[src/hw/rtl/sha256_pkg.sv]
`timescale 1ns / 1ps
`default_nettype none
package sha256_pkg;

  typedef enum logic [2:0] {
    ST_IDLE,
    ST_PAD,
    ST_ROUND,
    ST_ADD,
    ST_OUT
  } state_t;

  // commands from controller to datapath
  typedef struct packed {
    logic       load_byte;   // write in_byte at fill position
    logic [7:0] in_byte;
    logic       count_byte;  // advance message byte count
    logic       start_block; // copy chain into working vars
    logic       do_round;
    logic       add_chain;
    logic       clear_msg;   // reset chain and counters for next message
  } cmd_t;

  typedef struct packed {
    logic [5:0]  fill_pos;
    logic [63:0] bit_len;
  } status_t;

  localparam logic [7:0] PadMark = 8'h80;
  localparam logic [5:0] LengthPos = 6'd56;
  localparam logic [60:0] CountMax = {61{1'b1}};

  localparam logic [31:0] InitChain [8] = '{
    32'h6a09e667, 32'hbb67ae85, 32'h3c6ef372, 32'ha54ff53a,
    32'h510e527f, 32'h9b05688c, 32'h1f83d9ab, 32'h5be0cd19
  };

  localparam logic [31:0] RoundK [64] = '{
    32'h428a2f98, 32'h71374491, 32'hb5c0fbcf, 32'he9b5dba5,
    32'h3956c25b, 32'h59f111f1, 32'h923f82a4, 32'hab1c5ed5,
    32'hd807aa98, 32'h12835b01, 32'h243185be, 32'h550c7dc3,
    32'h72be5d74, 32'h80deb1fe, 32'h9bdc06a7, 32'hc19bf174,
    32'he49b69c1, 32'hefbe4786, 32'h0fc19dc6, 32'h240ca1cc,
    32'h2de92c6f, 32'h4a7484aa, 32'h5cb0a9dc, 32'h76f988da,
    32'h983e5152, 32'ha831c66d, 32'hb00327c8, 32'hbf597fc7,
    32'hc6e00bf3, 32'hd5a79147, 32'h06ca6351, 32'h14292967,
    32'h27b70a85, 32'h2e1b2138, 32'h4d2c6dfc, 32'h53380d13,
    32'h650a7354, 32'h766a0abb, 32'h81c2c92e, 32'h92722c85,
    32'ha2bfe8a1, 32'ha81a664b, 32'hc24b8b70, 32'hc76c51a3,
    32'hd192e819, 32'hd6990624, 32'hf40e3585, 32'h106aa070,
    32'h19a4c116, 32'h1e376c08, 32'h2748774c, 32'h34b0bcb5,
    32'h391c0cb3, 32'h4ed8aa4a, 32'h5b9cca4f, 32'h682e6ff3,
    32'h748f82ee, 32'h78a5636f, 32'h84c87814, 32'h8cc70208,
    32'h90befffa, 32'ha4506ceb, 32'hbef9a3f7, 32'hc67178f2
  };

  function automatic logic [31:0] rotr(input logic [31:0] x, input int n);
    rotr = (x >> n) | (x << (32 - n));
  endfunction

endpackage
`default_nettype wire

[src/hw/rtl/sha256_datapath.sv]
`timescale 1ns / 1ps
`default_nettype none
module sha256_datapath (
  input  wire logic                clk,
  input  wire logic                rst,
  input  wire sha256_pkg::cmd_t    cmd,
  input  wire logic [5:0]          round,
  input  wire logic [2:0]          out_sel,
  output sha256_pkg::status_t      status,
  output logic [31:0]              chain_word,
  output logic                     overflow
);

  logic [31:0] chain [8];
  logic [31:0] win [16];
  logic [31:0] v [8];
  logic [60:0] count;
  logic        ovf;
  logic [5:0]  fill;

  logic [31:0] x15, x2, sg0, sg1, wsch, w, s1, ch, s0, mj, t1, t2;
  logic [1:0]  bsel;
  logic [3:0]  widx;

  always_comb begin
    x15 = win[4'(round + 6'd1)];
    x2 = win[4'(round + 6'd14)];
    sg0 = sha256_pkg::rotr(x15, 7) ^ sha256_pkg::rotr(x15, 18) ^ (x15 >> 3);
    sg1 = sha256_pkg::rotr(x2, 17) ^ sha256_pkg::rotr(x2, 19) ^ (x2 >> 10);
    wsch = win[round[3:0]] + sg0 + win[4'(round + 6'd9)] + sg1;
    w = (round < 6'd16) ? win[round[3:0]] : wsch;
    s1 = sha256_pkg::rotr(v[4], 6) ^ sha256_pkg::rotr(v[4], 11) ^ sha256_pkg::rotr(v[4], 25);
    ch = (v[4] & v[5]) ^ (~v[4] & v[6]);
    t1 = v[7] + s1 + ch + sha256_pkg::RoundK[round] + w;
    s0 = sha256_pkg::rotr(v[0], 2) ^ sha256_pkg::rotr(v[0], 13) ^ sha256_pkg::rotr(v[0], 22);
    mj = (v[0] & v[1]) ^ (v[0] & v[2]) ^ (v[1] & v[2]);
    t2 = s0 + mj;
    widx = fill[5:2];
    bsel = fill[1:0];
  end

  always_ff @(posedge clk) begin
    if (rst || cmd.clear_msg) begin
      for (int i = 0; i < 8; i++) chain[i] <= sha256_pkg::InitChain[i];
      count <= '0;
      ovf <= 1'b0;
      fill <= '0;
    end else begin
      if (cmd.load_byte) begin
        unique case (bsel)
          2'd0: win[widx][31:24] <= cmd.in_byte;
          2'd1: win[widx][23:16] <= cmd.in_byte;
          2'd2: win[widx][15:8] <= cmd.in_byte;
          default: win[widx][7:0] <= cmd.in_byte;
        endcase
        fill <= fill + 6'd1;
      end
      if (cmd.count_byte) begin
        if (count != sha256_pkg::CountMax) count <= count + 61'd1;
        else ovf <= 1'b1;
      end
      if (cmd.do_round && round >= 6'd16) win[round[3:0]] <= wsch;
      if (cmd.add_chain) begin
        for (int i = 0; i < 8; i++) chain[i] <= chain[i] + v[i];
      end
    end
  end

  // working variables carry no reset
  always_ff @(posedge clk) begin
    if (cmd.start_block) begin
      for (int i = 0; i < 8; i++) v[i] <= chain[i];
    end else if (cmd.do_round) begin
      v[7] <= v[6]; v[6] <= v[5]; v[5] <= v[4];
      v[4] <= v[3] + t1;
      v[3] <= v[2]; v[2] <= v[1]; v[1] <= v[0];
      v[0] <= t1 + t2;
    end
  end

  assign status.fill_pos = fill;
  assign status.bit_len = {count, 3'b000};
  assign chain_word = chain[out_sel];
  assign overflow = ovf;

endmodule
`default_nettype wire

[src/hw/rtl/sha256_control.sv]
`timescale 1ns / 1ps
`default_nettype none
module sha256_control (
  input  wire logic                 clk,
  input  wire logic                 rst,
  input  wire logic                 s_valid,
  input  wire logic [7:0]           s_byte,
  input  wire logic                 s_has,
  input  wire logic                 s_end,
  output logic                      s_ready,
  output logic                      m_valid,
  input  wire logic                 m_ready,
  input  wire sha256_pkg::status_t  status,
  output sha256_pkg::cmd_t          cmd,
  output logic [5:0]                round,
  output logic [2:0]                out_sel
);

  sha256_pkg::state_t state, state_next;
  sha256_pkg::state_t resume, resume_next;
  logic [6:0] rcnt;
  logic       take, last_fill;
  logic [7:0] pad_byte;
  logic [5:0] lpos;
  logic [2:0] lsh;
  // pad_started marks that 0x80 is already in
  logic       pad_started, pad_started_next;
  // length bytes go in only once the mark left room for them or the block wrapped
  logic       len_ok, len_ok_next;
  // a block compressed after length bytes ends the message
  logic       len_done, len_done_next;

  assign round = rcnt[5:0];
  assign take = s_valid && s_ready;
  assign last_fill = status.fill_pos == 6'd63;

  always_comb begin
    lpos = status.fill_pos - sha256_pkg::LengthPos;
    lsh = 3'd7 - lpos[2:0];
    if (len_ok && status.fill_pos >= sha256_pkg::LengthPos)
      pad_byte = status.bit_len[{lsh, 3'b000} +: 8];
    else
      pad_byte = 8'h00;
  end

  always_comb begin
    state_next = state;
    resume_next = resume;
    pad_started_next = pad_started;
    unique case (state)
      sha256_pkg::ST_IDLE: begin
        if (take) begin
          if (s_has && last_fill) begin
            state_next = sha256_pkg::ST_ROUND;
            resume_next = s_end ? sha256_pkg::ST_PAD : sha256_pkg::ST_IDLE;
          end else if (s_end) begin
            state_next = sha256_pkg::ST_PAD;
          end
        end
      end
      sha256_pkg::ST_PAD: begin
        pad_started_next = 1'b1;
        if (last_fill) begin
          state_next = sha256_pkg::ST_ROUND;
          resume_next = sha256_pkg::ST_PAD;
        end
      end
      sha256_pkg::ST_ROUND: if (rcnt == 7'd63) state_next = sha256_pkg::ST_ADD;
      sha256_pkg::ST_ADD: state_next = len_done ? sha256_pkg::ST_OUT : resume;
      sha256_pkg::ST_OUT: begin
        pad_started_next = 1'b0;
        if (m_ready && out_sel == 3'd7) state_next = sha256_pkg::ST_IDLE;
      end
      default: state_next = sha256_pkg::ST_IDLE;
    endcase
  end

  always_comb begin
    len_ok_next = len_ok;
    if (state == sha256_pkg::ST_PAD &&
        ((!pad_started && status.fill_pos < sha256_pkg::LengthPos) || last_fill))
      len_ok_next = 1'b1;
    if (state == sha256_pkg::ST_OUT) len_ok_next = 1'b0;
  end

  always_comb begin
    len_done_next = len_done;
    if (state == sha256_pkg::ST_PAD && len_ok && last_fill) len_done_next = 1'b1;
    if (state == sha256_pkg::ST_OUT) len_done_next = 1'b0;
  end

  always_ff @(posedge clk) begin
    if (rst) begin
      state <= sha256_pkg::ST_IDLE;
      resume <= sha256_pkg::ST_IDLE;
      rcnt <= '0;
      out_sel <= '0;
      pad_started <= 1'b0;
      len_ok <= 1'b0;
      len_done <= 1'b0;
    end else begin
      state <= state_next;
      resume <= resume_next;
      pad_started <= pad_started_next;
      len_ok <= len_ok_next;
      len_done <= len_done_next;
      if (state == sha256_pkg::ST_ROUND) rcnt <= rcnt + 7'd1;
      else rcnt <= '0;
      if (state == sha256_pkg::ST_OUT && m_ready) out_sel <= out_sel + 3'd1;
      else if (state != sha256_pkg::ST_OUT) out_sel <= '0;
    end
  end

  always_comb begin
    cmd = '0;
    s_ready = state == sha256_pkg::ST_IDLE;
    m_valid = state == sha256_pkg::ST_OUT;
    unique case (state)
      sha256_pkg::ST_IDLE: begin
        cmd.load_byte = take && s_has;
        cmd.count_byte = take && s_has;
        cmd.in_byte = s_byte;
        cmd.start_block = take && s_has && last_fill;
      end
      sha256_pkg::ST_PAD: begin
        cmd.load_byte = 1'b1;
        // the 0x80 mark is the first pad byte
        cmd.in_byte = pad_started ? pad_byte : sha256_pkg::PadMark;
        cmd.start_block = last_fill;
      end
      sha256_pkg::ST_ROUND: cmd.do_round = 1'b1;
      sha256_pkg::ST_ADD: cmd.add_chain = 1'b1;
      sha256_pkg::ST_OUT: cmd.clear_msg = m_ready && out_sel == 3'd7;
      default: cmd = '0;
    endcase
  end

endmodule
`default_nettype wire

[src/hw/rtl/sha256_message_digest.sv]
`timescale 1ns / 1ps
`default_nettype none
// Byte-stream SHA-256. Each transaction on the input carries one message byte
// and/or an end mark; bytes are taken back to back while idle, and every 64th
// byte starts a compression (one round per cycle on a single round unit),
// followed by a step that folds the result into the chaining value. An end
// mark pads one byte per cycle outside compression (at most 64 bytes when the
// length fits in the current block, at most 72 when it spills into a second
// one), each full block being compressed in turn, and then returns the eight
// digest words, word 0 first, with tlast on word 7. Input is held off during
// compression, padding and output.
module sha256_message_digest (
  input  wire logic        clk,
  input  wire logic        rst,
  input  wire logic        s_tvalid,
  output logic             s_tready,
  input  wire logic [15:0] s_tdata,  // data_byte[7:0], has_byte[8], zero fill
  input  wire logic        s_tlast,  // end_of_message
  output logic             m_tvalid,
  input  wire logic        m_tready,
  output logic [39:0]      m_tdata,  // digest_word[31:0], word_index[34:32], zero fill
  output logic             m_tlast,  // last_word
  output logic             m_tuser   // length_overflow
);

  sha256_pkg::cmd_t    cmd;
  sha256_pkg::status_t status;
  logic [5:0]  round;
  logic [2:0]  out_sel;
  logic [31:0] chain_word;
  logic        overflow;

  sha256_control u_ctrl (
    .clk, .rst,
    .s_valid(s_tvalid), .s_byte(s_tdata[7:0]), .s_has(s_tdata[8]), .s_end(s_tlast),
    .s_ready(s_tready), .m_valid(m_tvalid), .m_ready(m_tready),
    .status, .cmd, .round, .out_sel
  );

  sha256_datapath u_dp (
    .clk, .rst, .cmd, .round, .out_sel, .status, .chain_word, .overflow
  );

  assign m_tdata = {5'd0, out_sel, chain_word};
  assign m_tlast = out_sel == 3'd7;
  assign m_tuser = overflow;

  a_no_both: assert property (@(posedge clk) disable iff (rst) !(s_tready && m_tvalid))
    else $error("input and output active together");
  a_last_wraps: assert property (@(posedge clk) disable iff (rst)
    m_tvalid && m_tready && m_tlast |=> s_tready)
    else $error("no return to idle after digest");

endmodule
`default_nettype wire
[config.mk]
export PLATFORM = sky130hd
export DESIGN_NAME = sha256_message_digest
export DESIGN_NICKNAME = d
export VERILOG_FILES = /design/src/hw/rtl/sha256_pkg.sv /design/src/hw/rtl/sha256_datapath.sv /design/src/hw/rtl/sha256_control.sv /design/src/hw/rtl/sha256_message_digest.sv
export SDC_FILE = /design/constraint.sdc
export NUM_CORES = 2
export LEC_CHECK = 0
export CORE_MARGIN = 5
export CORE_UTILIZATION = 50
export DETAILED_ROUTE_END_ITERATION = 16
export DONT_BUFFER_PORTS = 1
export PLACE_DENSITY_LB_ADDON = 0.2
export RECOVER_POWER = 25
export SETUP_SLACK_MARGIN = 0.2
export SYNTH_ARGS = -nofsm -noshare
export SYNTH_HDL_FRONTEND = slang
export SYNTH_SLANG_ARGS = --single-unit
[constraint.sdc]
create_clock -name clk -period 12.3 [get_ports clk]
set_clock_uncertainty 0.05 [all_clocks]
set_input_delay 1.845 -clock clk [delete_from_list [all_inputs] [get_ports clk]]
set_output_delay 1.845 -clock clk [all_outputs]
set_load 0.005 [all_outputs]
==> results.yml <==
run_status:
  status: "finished with violations"
  failed_checks: "max-capacitance violations, max-slew violations"
critical_path:
  end_kind: "flop"
  crit_type: "flop to flop"
  cp.depth: 48
  reg2reg_to: "u_dp.v[0][28]"
  critPathMaxStageDelay_ps: 720
  cp_max_fo: 22
  crit_family: "compound AO/OA/AOI/OAI gates"
  rr_startpoint: "u_ctrl.rcnt[1]"
  cp_data_required_time_ps: 12750
  crit_path_start_kind: "flop"
  arrival_ps: 12190
  path_buf_inv: 13
  startpoint: "u_ctrl.rcnt[1]"
  crit_end: "u_dp.v[0][28]"
  r2r_slack_ps: 560
  rr_worst_depth: 48
  cpMostUsedCell: "buf_4"
  critPathSlowestCell: "mux4_2"
detailed_routing:
  drc: 0
  detail-route-antenna-nets: 0
  routed_wl_um: 267000
  first_pass_iters: 7
  drtIter0Drc: 6786
  num_vias: 61400
  wl_per_cell_um: 27.6
  viasPerCell: 6.34
layout:
  layout.nets: 8014
  drive_gt1_frac: 0.155
  finalInstanceArea_mm2: 0.0900
  fillers: 13800
  final-seq-area_mm2: 0.0325
  multi_input_area_mm2: 0.0462
  syn_to_final_growth_pct: 10.4
  final_cell_count_no_fill: 9671
timing:
  setup_tns_ps: 0
  finalSetupViolations: 0
  hold_slack_ps: 434
  fin_crit_ps: 11740
  max_freq_mhz: 85.2
  rsz0062_at_grt: "yes"
  slew_violations: 722
  slew_headroom: -4.62
  finalHoldViolCount: 0
  worstMarginPinSlew_ps: 8430
  finalCritPeriodShare: 0.955
placement:
  place.gp.congestion: 1.01
  port_buffers: 0
  placed_cells: 9408
  post-dp-hpwl_um: 196000
  place_area_mm2: 0.0854
grt:
  grt_pass1_vias: 60100
  grt-ovfl-total: 0
  grt_start_max_net_pins: 154
  grt_pass1_wl_um: 388000
  grtUsageTotal: 0.306
  grt_antenna_before_repair: 7
clocking:
  htree_levels: 4
  cts_tree: "built"
  clockRootBuffer: "clkbuf_16"
  numCtsBuffers: 133
  clock-sinks: 1112
  clk_latency_ps: 820
  clk_pin_slew_worst_paths_ps: 60
  ctsHoldBuffers: 0
  cts_buffer_depth: 3
logic_synthesis:
  synth.most_common_cell: "nand2_1"
  synth_edf_count: 1024
  async_flop_share: 0
  yosysTopAreaCell: "edfxtp_1"
  syn_inst: 7316
  ys_ff_latch: 1112
  ys_types: 84
  syn_area_per_cell_um2: 11.1
  synth_common_cells: "nand2_1, edfxtp_1, mux4_2"
  yosysTopAreaCellShare: 0.377
  synth_area_leaders: "edfxtp_1, mux4_2, ha_1, fa_1, nand2_1"
  syn_area_mm2: 0.0815
  ys_seq_area_frac: 0.399
  yosys_warnings: 0
  synthFlopType: "edfxtp_1"
flow_run:
  drv_cap: 14
floorplanning:
  core_mm2: 0.162
  die_h_um: 414
  top_level_ports: 65
  initial_core_util: 0.502
  core.rowCount: 148
  dieArea_mm2: 0.171
  die_w_um: 414
power:
  vdd_drop_max_uv: 152
  p_leak_nw: 32.7
  powerDensity_mw_per_mm2: 98.4
min_path:
  hold_path_class: "flop to flop"
==> layout by cell type, fill, tap and decap left out, types with 29 or more instances in the layout <==
cell and count:
clkbuf_1 49, mux4_2 490, a31oi_1 49, dfxtp_1 81, nand2b_1 70, edfxtp_1 1024, nor2_1 469, a21oi_1 362
nand4_1 29, inv_1 397, nor2b_1 55, xor2_1 280, a211oi_1 41, a21o_1 180, fa_1 194, nor3_1 86
ha_1 399, or3_1 34, nand3_1 98, mux2_2 50, o221ai_1 54, and3_1 41, o21a_1 55, buf_4 282
o21bai_1 44, mux2i_1 171, or2_2 34, nand2_1 1035, xnor2_1 312, o21ai_0 366, clkbuf_16 138
==> how the worst min path moves through the flow <==
stage | depth (start not counted) | start | endpoint
finish | 2 | u_ctrl.rcnt[6] | u_ctrl.rcnt[6]
global route | 2 | u_ctrl.rcnt[6] | u_ctrl.rcnt[6]
CTS | 2 | u_ctrl.rcnt[6] | u_ctrl.rcnt[6]
detailed placement | 2 | u_ctrl.rcnt[6] | u_ctrl.rcnt[6]
global placement | 2 | u_ctrl.rcnt[6] | u_ctrl.rcnt[6]
floorplan | 2 | u_ctrl.rcnt[6] | u_ctrl.rcnt[6]
==> sequential cells by signal, summed over array words and instances (netlist names), named ones only <==
signal              count
u_ctrl.len_done         1
u_ctrl.len_ok           1
u_ctrl.out_sel          3
u_ctrl.pad_started      1
u_ctrl.rcnt             7
u_ctrl.resume           1
u_ctrl.state            3
u_dp.chain            256
u_dp.count             61
u_dp.fill               6
u_dp.overflow           1
u_dp.v                256
u_dp.win              512
==> cells by family after synthesis <==
| logic type | count (synthesis) | share of synthesized area |
|---|---|---|
| XOR/XNOR | 611 | 0.0660 |
| flip-flops | 1112 | 0.399 |
| AO/OA/AOI/OAI | 1436 | 0.112 |
| AND/OR/NAND/NOR | 2035 | 0.108 |
| adder cells (fa/ha/maj) | 604 | 0.111 |
| other | 1 | 0.0000460 |
| multiplexers | 721 | 0.166 |
| buffers and inverters | 796 | 0.0379 |
==> metal layers <==
metal,vias to the layer above,part of all wire,GRT usage
met5,-,0,0
met4,0,0.065,0.164
met3,679,0.079,0.0461
met2,2893,0.48,0.509
met1,30600,0.38,0.386
li1,27200,-,-
==> final cells by class <==
cell class                      count  share of cell area
Inverter                          403              0.0168
Multi-Input combinational cell   5412               0.514
Sequential cell                  1112               0.362
Clock buffer                      167              0.0394
Antenna cell                        5            0.000139
Timing Repair Buffer              332              0.0307
Tap cell                         2175              0.0302
Clock inverter                     65             0.00716
==> power by group <==
part	switching, W	internal, W	total, W	leakage, nW
logic	0.000435	0.000291	0.000726	20.9
registers	0.0000386	0.00417	0.00421	9.79
clock network	0.00167	0.00226	0.00392	2.06
total	0.00214	0.00672	0.00886	32.7
==> worst register-to-register path: cells and delay by family, from the launching register on <==
kind                     cells  cell delay [ps]
AO/OA/AOI/OAI               15             3040
flip-flops                   1              360
XOR/XNOR                     6             1170
adder cells (fa/ha/maj)      8             2980
multiplexers                 1              740
AND/OR/NAND/NOR              5              630
buffers and inverters       13             2500
==> metrics by stage <==
step | utilization | worst slack [ps] | total power, W
2_1_floorplan | - | 250 | 0.00478
6_report | 0.554 | 556 | 0.00886
4_1_cts | 0.552 | 218 | 0.00889
5_1_grt | 0.554 | 153 | 0.00914
3_5_place_dp | 0.526 | 157 | 0.00499
3_3_place_gp | 0.526 | 201 | 0.00497
==> what timing repair did <==
item | in CTS | in global routing
endpoints found under the setup margin | 1 | 11
setup buffers | 0 | 24
pin swaps | 0 | 15
resized for setup | 3 | 55
cloned | 0 | 2
No activity file was read; power rests on OpenSTA's default activity.
